**config.mk**
```make
export PLATFORM = sky130hd
export DESIGN_NAME = multi_task_heartbeat_supervisor
export DESIGN_NICKNAME = d
export VERILOG_FILES = /design/src/hw/rtl/mths_pkg.sv /design/src/hw/rtl/mths_task_table.sv /design/src/hw/rtl/multi_task_heartbeat_supervisor.sv
export SDC_FILE = /design/constraint.sdc
export NUM_CORES = 1
export LEC_CHECK = 0
export ABC_AREA = 1
export BUFFER_PORTS_ARGS = -buffer_cell sky130_fd_sc_hd__buf_4
export CORE_ASPECT_RATIO = 1.75
export CORE_MARGIN = 8
export CORE_UTILIZATION = 25
export CTS_CLUSTER_SIZE = 8
export DETAILED_ROUTE_END_ITERATION = 7
export SYNTH_ARGS = -nofsm -noshare
export SYNTH_HDL_FRONTEND = slang
export SYNTH_SLANG_ARGS = --single-unit
```
**constraint.sdc**
```tcl
create_clock -name clk -period 4.87 [get_ports clk]
set_clock_uncertainty 0.2 [all_clocks]
set_input_delay 0.487 -clock clk [delete_from_list [all_inputs] [get_ports clk]]
set_output_delay 0.487 -clock clk [all_outputs]
set_load 0.02 [all_outputs]
```
**src/hw/rtl/mths_pkg.sv**
```systemverilog
// ----------------------------------------------------------------------------
// mths_pkg
// Shared types and constants for the multi-task heartbeat supervisor.
// ----------------------------------------------------------------------------
package mths_pkg;

    // number of supervised tasks and the width of a task index
    localparam int TASKS = 8;
    localparam int IDX_W = (TASKS > 1) ? $clog2(TASKS) : 1;

    // field widths
    localparam int OP_W     = 2;
    localparam int ID_W     = 8;
    localparam int CNT_W    = 8;
    localparam int STALLED_W = 5;
    localparam int CFG_W    = 8;

    // reset value of the configuration registers and the counter saturation value
    localparam logic [CFG_W-1:0] DEFAULT_LIMIT = 8'd5;
    localparam logic [CNT_W-1:0] CNT_MAX       = '1;

    // operation codes
    typedef enum logic [OP_W-1:0] {
        OP_KICK     = 2'd0,
        OP_REGISTER = 2'd1,
        OP_CHECK    = 2'd2,
        OP_NONE     = 2'd3
    } op_t;

    // configuration register indexes
    typedef enum logic {
        CFG_STALL_THRESHOLD = 1'b0,
        CFG_GRACE_CHECKS    = 1'b1
    } cfg_idx_t;

    // sequencer states
    typedef enum logic [1:0] {
        ST_IDLE = 2'd0,
        ST_SCAN = 2'd1,
        ST_EMIT = 2'd2
    } state_t;

    // kick / register command into the task table
    typedef struct packed {
        logic             kick;
        logic             enroll;
        logic [IDX_W-1:0] id;
    } tbl_cmd_t;

    // scan write-back into the task table
    typedef struct packed {
        logic             en;
        logic             clear;
        logic [CNT_W-1:0] count;
    } tbl_upd_t;

    // entry seen at the scan index
    typedef struct packed {
        logic             registered;
        logic             kicked;
        logic [CNT_W-1:0] count;
    } tbl_entry_t;

endpackage

```
**src/hw/rtl/mths_task_table.sv**
```systemverilog
// ----------------------------------------------------------------------------
// mths_task_table
// Per-task kick marks, registration marks and stall counters.
// ----------------------------------------------------------------------------
module mths_task_table
    import mths_pkg::*;
(
    input  logic             clk,
    input  logic             rst_n,
    input  tbl_cmd_t         cmd,
    input  logic [IDX_W-1:0] scan_idx,
    input  tbl_upd_t         upd,
    output tbl_entry_t       entry
);

    logic             registered_reg [TASKS];
    logic             kicked_reg     [TASKS];
    logic [CNT_W-1:0] count_reg      [TASKS];

    // read port at the scan index
    assign entry.registered = registered_reg[scan_idx];
    assign entry.kicked     = kicked_reg[scan_idx];
    assign entry.count      = count_reg[scan_idx];

    // marks and counters
    always_ff @(posedge clk or negedge rst_n)
    begin
        if (!rst_n)
        begin
            for (int t = 0; t < TASKS; t++)
            begin
                registered_reg[t] <= 1'b0;
                kicked_reg[t]     <= 1'b0;
                count_reg[t]      <= '0;
            end
        end
        else
        begin
            if (cmd.kick)
            begin
                kicked_reg[cmd.id] <= 1'b1;
            end
            if (cmd.enroll)
            begin
                registered_reg[cmd.id] <= 1'b1;
            end
            if (upd.en)
            begin
                count_reg[scan_idx] <= upd.count;
                if (upd.clear)
                begin
                    kicked_reg[scan_idx] <= 1'b0;
                end
            end
        end
    end

endmodule

```
**src/hw/rtl/multi_task_heartbeat_supervisor.sv**
```systemverilog
// ----------------------------------------------------------------------------
// multi_task_heartbeat_supervisor
// Heartbeat watchdog over a set of software tasks with stall detection.
// ----------------------------------------------------------------------------
// Kick and register transactions update one task mark (an id beyond the table
// is ignored) and return an all-zero result through the EMIT state. A check
// tick during the startup grace period returns refresh; otherwise the check
// walks the task table one task per cycle through a single saturating
// increment and threshold compare, and a stalled task ends the walk early.
// The input is not ready while a transaction is being processed; a finished
// result sits in an output register, so the next transaction may be accepted
// while it waits to be taken.
module multi_task_heartbeat_supervisor
    import mths_pkg::*;
(
    input  logic              clk,
    input  logic              rst_n,
    // configuration write port
    input  logic              cfg_we,
    input  logic              cfg_addr,
    input  logic [CFG_W-1:0]  cfg_wdata,
    // input stream
    input  logic              s_tvalid,
    output logic              s_tready,
    input  logic [15:0]       s_tdata,   // operation[1:0], task_id[9:2], zero fill
    // result stream
    output logic              m_tvalid,
    input  logic              m_tready,
    output logic [7:0]        m_tdata    // refresh[0], stall_found[1],
                                         // stalled_task[6:2], zero fill
);

    state_t             state_reg, state_next;
    logic [IDX_W-1:0]   idx_reg, idx_next;
    logic [CFG_W-1:0]   thresh_reg;
    logic [CNT_W-1:0]   grace_reg, grace_next;
    logic               res_refresh_reg, res_refresh_next;
    logic               res_found_reg, res_found_next;
    logic [IDX_W-1:0]   res_task_reg, res_task_next;
    logic               out_valid_reg, out_valid_next;
    logic [7:0]         out_data_reg, out_data_next;

    op_t                in_op;
    logic [ID_W-1:0]    in_id;
    logic               in_fire;
    logic               id_ok;
    tbl_cmd_t           cmd;
    tbl_upd_t           upd;
    tbl_entry_t         entry;
    logic [CNT_W-1:0]   cnt_inc;
    logic               out_free;
    logic [STALLED_W-1:0] task_ext;

    // input field decode
    assign in_op   = op_t'(s_tdata[1:0]);
    assign in_id   = s_tdata[9:2];
    assign s_tready = (state_reg == ST_IDLE);
    assign in_fire = s_tvalid && s_tready;
    assign id_ok   = (in_id < ID_W'(TASKS));

    // shared saturating increment
    assign cnt_inc = (entry.count == CNT_MAX) ? CNT_MAX : entry.count + 1'b1;

    assign out_free = !out_valid_reg || m_tready;
    assign task_ext = STALLED_W'(res_task_reg);

    assign m_tvalid = out_valid_reg;
    assign m_tdata  = out_data_reg;

    // task table
    mths_task_table u_table (
        .clk      (clk),
        .rst_n    (rst_n),
        .cmd      (cmd),
        .scan_idx (idx_reg),
        .upd      (upd),
        .entry    (entry)
    );

    // stall threshold configuration register
    always_ff @(posedge clk or negedge rst_n)
    begin
        if (!rst_n)
        begin
            thresh_reg <= DEFAULT_LIMIT;
        end
        else if (cfg_we && (cfg_idx_t'(cfg_addr) == CFG_STALL_THRESHOLD))
        begin
            thresh_reg <= cfg_wdata;
        end
    end

    // sequencer registers
    always_ff @(posedge clk or negedge rst_n)
    begin
        if (!rst_n)
        begin
            state_reg       <= ST_IDLE;
            idx_reg         <= '0;
            grace_reg       <= DEFAULT_LIMIT;
            out_valid_reg   <= 1'b0;
        end
        else
        begin
            state_reg       <= state_next;
            idx_reg         <= idx_next;
            grace_reg       <= grace_next;
            out_valid_reg   <= out_valid_next;
        end
    end

    // result payload
    always_ff @(posedge clk)
    begin
        res_refresh_reg <= res_refresh_next;
        res_found_reg   <= res_found_next;
        res_task_reg    <= res_task_next;
        out_data_reg    <= out_data_next;
    end

    // next state and table control
    always_comb
    begin
        state_next       = state_reg;
        idx_next         = idx_reg;
        grace_next       = grace_reg;
        res_refresh_next = res_refresh_reg;
        res_found_next   = res_found_reg;
        res_task_next    = res_task_reg;
        out_valid_next   = out_valid_reg;
        out_data_next    = out_data_reg;
        cmd              = '0;
        upd              = '0;

        if (out_valid_reg && m_tready)
        begin
            out_valid_next = 1'b0;
        end

        unique case (state_reg)
            ST_IDLE:
            begin
                if (in_fire)
                begin
                    res_refresh_next = 1'b0;
                    res_found_next   = 1'b0;
                    res_task_next    = '0;
                    idx_next         = '0;
                    state_next       = ST_EMIT;
                    case (in_op)
                        OP_KICK:
                        begin
                            cmd.kick = id_ok;
                            cmd.id   = in_id[IDX_W-1:0];
                        end
                        OP_REGISTER:
                        begin
                            cmd.enroll = id_ok;
                            cmd.id     = in_id[IDX_W-1:0];
                        end
                        OP_CHECK:
                        begin
                            if (grace_reg != '0)
                            begin
                                grace_next       = grace_reg - 1'b1;
                                res_refresh_next = 1'b1;
                            end
                            else
                            begin
                                state_next = ST_SCAN;
                            end
                        end
                        default:
                        begin
                        end
                    endcase
                end
            end
            ST_SCAN:
            begin
                // one task per cycle
                if (entry.registered)
                begin
                    upd.en = 1'b1;
                    if (entry.kicked)
                    begin
                        upd.clear = 1'b1;
                        upd.count = '0;
                    end
                    else
                    begin
                        upd.count = cnt_inc;
                    end
                end
                if (entry.registered && !entry.kicked && (cnt_inc >= thresh_reg))
                begin
                    res_found_next = 1'b1;
                    res_task_next  = idx_reg;
                    state_next     = ST_EMIT;
                end
                else if (idx_reg == IDX_W'(TASKS - 1))
                begin
                    res_refresh_next = 1'b1;
                    state_next       = ST_EMIT;
                end
                else
                begin
                    idx_next = idx_reg + 1'b1;
                end
            end
            ST_EMIT:
            begin
                if (out_free)
                begin
                    out_valid_next = 1'b1;
                    out_data_next  = {1'b0, task_ext, res_found_reg, res_refresh_reg};
                    state_next     = ST_IDLE;
                end
            end
            default:
            begin
                state_next = ST_IDLE;
            end
        endcase

        // grace reload on configuration write
        if (cfg_we && (cfg_idx_t'(cfg_addr) == CFG_GRACE_CHECKS))
        begin
            grace_next = cfg_wdata;
        end
    end

`ifndef NO_ASSERTIONS
    // a result never both feeds and reports a stall
    assert property (@(posedge clk) disable iff (!rst_n)
        m_tvalid |-> !(m_tdata[0] && m_tdata[1]))
        else $error("refresh and stall_found both set");

    // stalled task index is zero unless a stall was found
    assert property (@(posedge clk) disable iff (!rst_n)
        (m_tvalid && !m_tdata[1]) |-> (m_tdata[6:2] == '0))
        else $error("stalled_task set without stall_found");

    // the scan index stays inside the table
    assert property (@(posedge clk) disable iff (!rst_n)
        (state_reg == ST_SCAN) |-> (idx_reg <= IDX_W'(TASKS - 1)))
        else $error("scan index out of range");

    // grace count only grows through a configuration write
    assert property (@(posedge clk) disable iff (!rst_n)
        !cfg_we |=> (grace_reg <= $past(grace_reg)))
        else $error("grace count increased without a write");
`endif

endmodule
```
# == Word level (Yosys, flattened, before mapping) ==
# Index checks and enable logic that the tools add are counted.
# classes
muxes,59
bitwise,7
n_eq_ne,13
reduce_logical,26
addsub,3
n_lt_le_gt_ge,6
# ops
cell,count
$mux W8,13
$bwmux W64,1
$bmux W8 S3,1
$demux W8 S3,1
$mux W10,2
$mux W1,19
$or A8 B8 Y8,2
$mux W3,5
$mux W2,6
$pmux W3 S2,2
$reduce_and A4 Y1,3
$mux W5,2
$ne A2 B2 Y1 const B,5
$reduce_bool A2 Y1,5
$add A8 B1 Y8 const B,1
$and A8 B8 Y8,1
$eq A8 B8 Y1 const B,1
$ge A4 B4 Y1 const B,2
$ge A8 B8 Y1,1
$logic_and A1 B1 Y1,8
$lt A4 B1 Y1 const B,2
$lt A8 B4 Y1 const B,1
$not A3 Y4,2
$not A8 Y8,1
19 further kinds,27
# totals
input_bits,30
reg_bits,112
word_cells,147

# == Longest topological paths before layout ==
# depth
depth_word,15
mapped_depth,27
mapped_depth_nobuf,26

# == Hierarchy ==
# A second synthesis with hierarchy kept.
# unflattened
hier_cells,854
area_unflattened_um2,6241.0
# modules_own_cells
mod,area_per_inst_um2,cells_each,n_inst,seq_area_each_um2
mths_task_table,4088.9,565,1,2001.9
multi_task_heartbeat_supervisor,2152.1,289,1,855.8

# == Worst setup path before layout ==
# No wires, ideal clock.
# synth_timing
path_kind,register to register
start,register idx_reg[1]
end,"register res_found_reg, enable pin"
required_time_ns,4.309
period_less_slack_ns,3.496
t_arrival_ns,2.935
stages_incl_launch_ff,25
path_slack_ns,1.374
cell_sequence,dfrtp_1 -> buf_4 -> inv_2 -> buf_2 -> nand2_1 -> nand2_1 -> nand2_1 -> nand2_1 -> ha_1 -> inv_1 -> nor2_2 -> nand2_1 -> nor2_4 -> nand2_4 -> nand2_2 -> inv_1 -> ha_1 -> inv_1 -> nand2_1 -> a21oi_1 -> o21ai_0 -> nand2_1 -> nand3_1 -> nand3_1 -> o21ai_0
# synth_via
elab_chain_len,10
# synth_rtl
item,line_no,text
"start, declared",multi_task_heartbeat_supervisor.sv:34,"logic [IDX_W-1:0] idx_reg, idx_next;"
"start signal, assigned",multi_task_heartbeat_supervisor.sv:106,idx_reg <= idx_next;
$not A3 Y4 (implied by the code) (*),"mths_task_table.sv:21, mths_task_table.sv:22, mths_task_table.sv:23",
$bmux W8 S3,mths_task_table.sv:23,assign entry.count = count_reg[scan_idx];
$mux W8 (implied by the code) (2 in series),mths_task_table.sv:23,
$add A8 B1 Y8 / $eq A8 B8 Y1 (equally long branches),multi_task_heartbeat_supervisor.sv:62,assign cnt_inc = (entry.count == CNT_MAX) ? CNT_MAX : entry.count + 1'b1;
$mux W8,multi_task_heartbeat_supervisor.sv:62,
$ge A8 B8 Y1,multi_task_heartbeat_supervisor.sv:195,if (entry.registered && !entry.kicked && (cnt_inc >= thresh_reg))
$logic_and A1 B1 Y1 (*),multi_task_heartbeat_supervisor.sv:195,
$ne A2 B2 Y1 (no line) (*),n/a,
$reduce_and A3 Y1 (no line) (*),n/a,
"end signal, assigned",multi_task_heartbeat_supervisor.sv:116,res_found_reg <= res_found_next;
"end, declared",multi_task_heartbeat_supervisor.sv:38,"logic res_found_reg, res_found_next;"
# Every way passes the cells marked *; elsewhere a longest branch is shown, timed or not. The select of a mux whose other input is x is not followed.
# A chain may end at the register's enable or synchronous reset.

# == Worst setup path after layout ==
# layout_timing
start,register idx_reg[0]
end,"register res_task_reg[2], enable pin"
# layout_via
elab_chain_len,10
# layout_rtl
item,line_no,text
$not A3 Y4 (implied by the code) (*),"mths_task_table.sv:21, mths_task_table.sv:22, mths_task_table.sv:23",
$bmux W8 S3,mths_task_table.sv:23,
$mux W8 (implied by the code) (2 in series),mths_task_table.sv:23,
$add A8 B1 Y8 / $eq A8 B8 Y1 (equally long branches),multi_task_heartbeat_supervisor.sv:62,
$mux W8,multi_task_heartbeat_supervisor.sv:62,
$ge A8 B8 Y1,multi_task_heartbeat_supervisor.sv:195,
$logic_and A1 B1 Y1 (*),multi_task_heartbeat_supervisor.sv:195,
$ne A2 B2 Y1 (no line) (*),n/a,
$reduce_and A3 Y1 (no line) (*),n/a,
"end signal, assigned",multi_task_heartbeat_supervisor.sv:117,res_task_reg <= res_task_next;
"end, declared",multi_task_heartbeat_supervisor.sv:39,"logic [IDX_W-1:0] res_task_reg, res_task_next;"
# Marked as above.

==> flow_metrics.env <==
export IMPL_period_needed_ns=4.34
export IMPL_crit_slowest_cell="o21ai_0"
export IMPL_cp_required_ns=4.68
export IMPL_hold_viol_final=0
export IMPL_drv_slew=0
export IMPL_p_leak_nw=3.55
export IMPL_synth_area_um2=6100
export IMPL_internal_power_mw=1.55
export IMPL_largest_reg_flops=64
export IMPL_netlist_area_leader_share_pct=40.2
export IMPL_grt_pass1_wl_um=26800
export IMPL_comb_power_share_pct=17.7
export IMPL_yosysTopAreaCell="dfrtp_1"
export IMPL_ios=40
export IMPL_gp_routability_congestion=0.894
export IMPL_slowest_delay_ns=0.50
export IMPL_die_area_um2=29900
export IMPL_avgRoutedWirePerCell_um=14.3
export IMPL_cp_cell_sequence="buf_4 -> nand2_1 -> nand3_1 -> nand2_1 -> inv_1 -> nand2_1 -> ha_1 -> inv_1 -> nor2_2 -> nand2_1 -> nor2_4 -> nand2_4 -> nand3_2 -> ha_1 -> nand2_1 -> o21ai_0 -> nand2_1 -> nand3_1 -> nand3_1 -> o21ai_0"
export IMPL_switchingPower_mw=0.670
export IMPL_dp_cells=1137
export IMPL_antenna_found_initial=0
export IMPL_drtIter0Drc=400
export IMPL_n_fill_cell=2670
export IMPL_die_h_um=223
export IMPL_crit_family="simple AND/OR/NAND/NOR gates"
export IMPL_ys_ff_latch=112
export IMPL_synth_most_common_cell="nand2_1"
export IMPL_r2r_setup_slack_ns=0.53
export IMPL_start_util_pct=25.4
export IMPL_grt_overflow_total=0
export IMPL_fmax_mhz=230
export IMPL_yosys_warnings=0
export IMPL_synth_area_leaders="dfrtp_1, nand2_1, inv_1, edfxtp_1, nand3_1"
export IMPL_clk_path_buf_depth=2
export IMPL_setup_viol=0
export IMPL_grt_start_max_net_pins=69
export IMPL_viasPerCell=4.54
export IMPL_clk_pin_slew_worst_paths_ns=0.08
export IMPL_worstSkewPairLatency_ns=0.37
export IMPL_fin_setup_tns_ns=0
export IMPL_cts_inserted_buffers=9
export IMPL_diodes=0
export IMPL_cts_resized_gates=0
export IMPL_clock_sinks=112
export IMPL_fin_nets=882
export IMPL_drt_wl_total_um=16500
export IMPL_port_buffers=30
export IMPL_clock_root_buffer="clkbuf_16"
export IMPL_ir_worst_vdd_v=0.000229
export IMPL_cts_setup_buffers=0
export IMPL_synth_async_reset_ratio_pct=91.1
export IMPL_p_per_area_nw_per_um2=319
export IMPL_synth_edf_count=10
export IMPL_hp_class="input port to asynchronous set/reset pin"
export IMPL_cts_tree="yes"
export IMPL_power_frac_seq_pct=47.9
export IMPL_clkPwrFrac_pct=34.4
export IMPL_drtPass1Iterations=4
export IMPL_synth_area_per_cell_um2=7.51
export IMPL_p_sw_share_pct=30.2
export IMPL_status="finished clean"
export IMPL_crit_fanout=37
export IMPL_ctsHoldBuffers=0
export IMPL_hpwlAfterDp_um=12100
export IMPL_synth_ff_type="dfrtp_1"
export IMPL_path_class="flip-flop to flip-flop"
export IMPL_rr_endpoint="res_task_reg[2]"
export IMPL_r2r_start="idx_reg[0]"
export IMPL_synthCells=812
export IMPL_seq_area_frac_synth_pct=46.8
export IMPL_period_share_pct=89.2
export IMPL_routed_via_count=5240
export IMPL_htreeDepth=3
export IMPL_rsz0062_at_grt="no"
export IMPL_r2r_cells=20
export IMPL_grtUsageTotal_pct=11.2
export IMPL_die_w_um=134
export IMPL_cp_start_kind="flip-flop"
export IMPL_synth_common_cells="nand2_1, dfrtp_1, inv_1"
export IMPL_core_area_um2=24000
export IMPL_core_rowCount=75
export IMPL_fin_cells=1153
export IMPL_cp_common_cell="nand2_1"
export IMPL_critPathArrivalTime_ns=4.15
export IMPL_endpoint_kind="flip-flop"
export IMPL_slew_headroom_pct=38.8
export IMPL_layout_drive_gt1_share_pct=12.3
export IMPL_area_delta_synth_final_pct=13.8
export IMPL_path_buf_inv=3
export IMPL_worst_slew_pin_slew_ns=0.917
export IMPL_ant_nets=0
export IMPL_drv_cap=0
export IMPL_drcViolationCount=0
export IMPL_yosysUniqueCellTypes=40
export IMPL_first_global_vias=5283
[how the worst max path moves through the flow]
stage	cells after the start	slack, ns	from	endpoint
global route	20	0.16	idx_reg[0]	res_task_reg[0]
floorplan	24	1.37	idx_reg[1]	res_found_reg
detailed placement	20	0.46	idx_reg[0]	res_task_reg[0]
CTS	20	0.45	idx_reg[0]	res_task_reg[2]
global placement	20	0.48	idx_reg[0]	res_task_reg[1]
finish	20	0.53	idx_reg[0]	res_task_reg[2]
[power by group through the flow]
stage               sequential, mW  combinational (mW)  clock, mW
finish                        1.06               0.392      0.763
global route                  1.07               0.444      0.808
CTS                           1.06               0.399      0.773
detailed placement            1.08               0.398          0
global placement              1.08               0.388          0
floorplan                     1.09               0.243          0
[area by class of cell]
class	count	area [um2]	share of cell area [%]
timing repair buffer	43	323	4.65
multi-input combinational	578	2720	39.2
clock buffer	11	254	3.66
clock inverter	5	45.0	0.649
inverter	96	360	5.19
tap	308	385	5.55
sequential	112	2860	41.2
[stage by stage]
stage	setup slack [ns]	util (%)	area (um2)	total power [mW]	hold WS, ns
2_1_floorplan	1.37	-	6110	1.34	-0.00859
3_3_place_gp	0.477	27.7	6650	1.47	0.207
3_5_place_dp	0.463	27.7	6650	1.48	0.219
4_1_cts	0.446	28.9	6940	2.23	0.0840
5_1_grt	0.156	28.9	6940	2.32	0.120
6_report	0.525	28.9	6940	2.22	0.0328
[logic make-up (layout without fill, tap and decap cells)]
kind of cell,Yosys count,count (layout),share of synthesized area [%]
compound gates,103,103,9.27
xor+xnor,5,5,0.718
fa+ha+maj,12,12,2.46
buf+inv,124,155,8.72
flops,112,112,46.8
other cells,1,3,0.0615
simple gates,455,455,31.9
[placed cells by master (no fill, tap or decap), drive strengths merged, types with 2 or more instances in the layout]
cell type	instances
xor2	5
nand4	11
buf	43
inv	100
o31ai	3
a21oi	27
nand3	49
edfxtp	10
dfrtp	98
o21ai	59
a31oi	6
clkbuf	11
ha	12
nand2	336
conb	3
dfstp	4
o21bai	3
nor3	5
nor2	49
a31o	2
[layer usage]
| layer | wire, um | part of all wire [%] | global-route usage (%) | vias to the layer above |
|---|---|---|---|---|
| met2 | 9110 | 55 | 21.5 | 105 |
| met4 | 772 | 4.7 | 7.21 | 0 |
| met3 | 344 | 2.1 | 1.02 | 36 |
| met1 | 6250 | 38 | 11.3 | 2494 |
| li1 | - | - | - | 2605 |
| met5 | 0 | 0 | 0 | - |
Power figures use the tool's default switching activity.
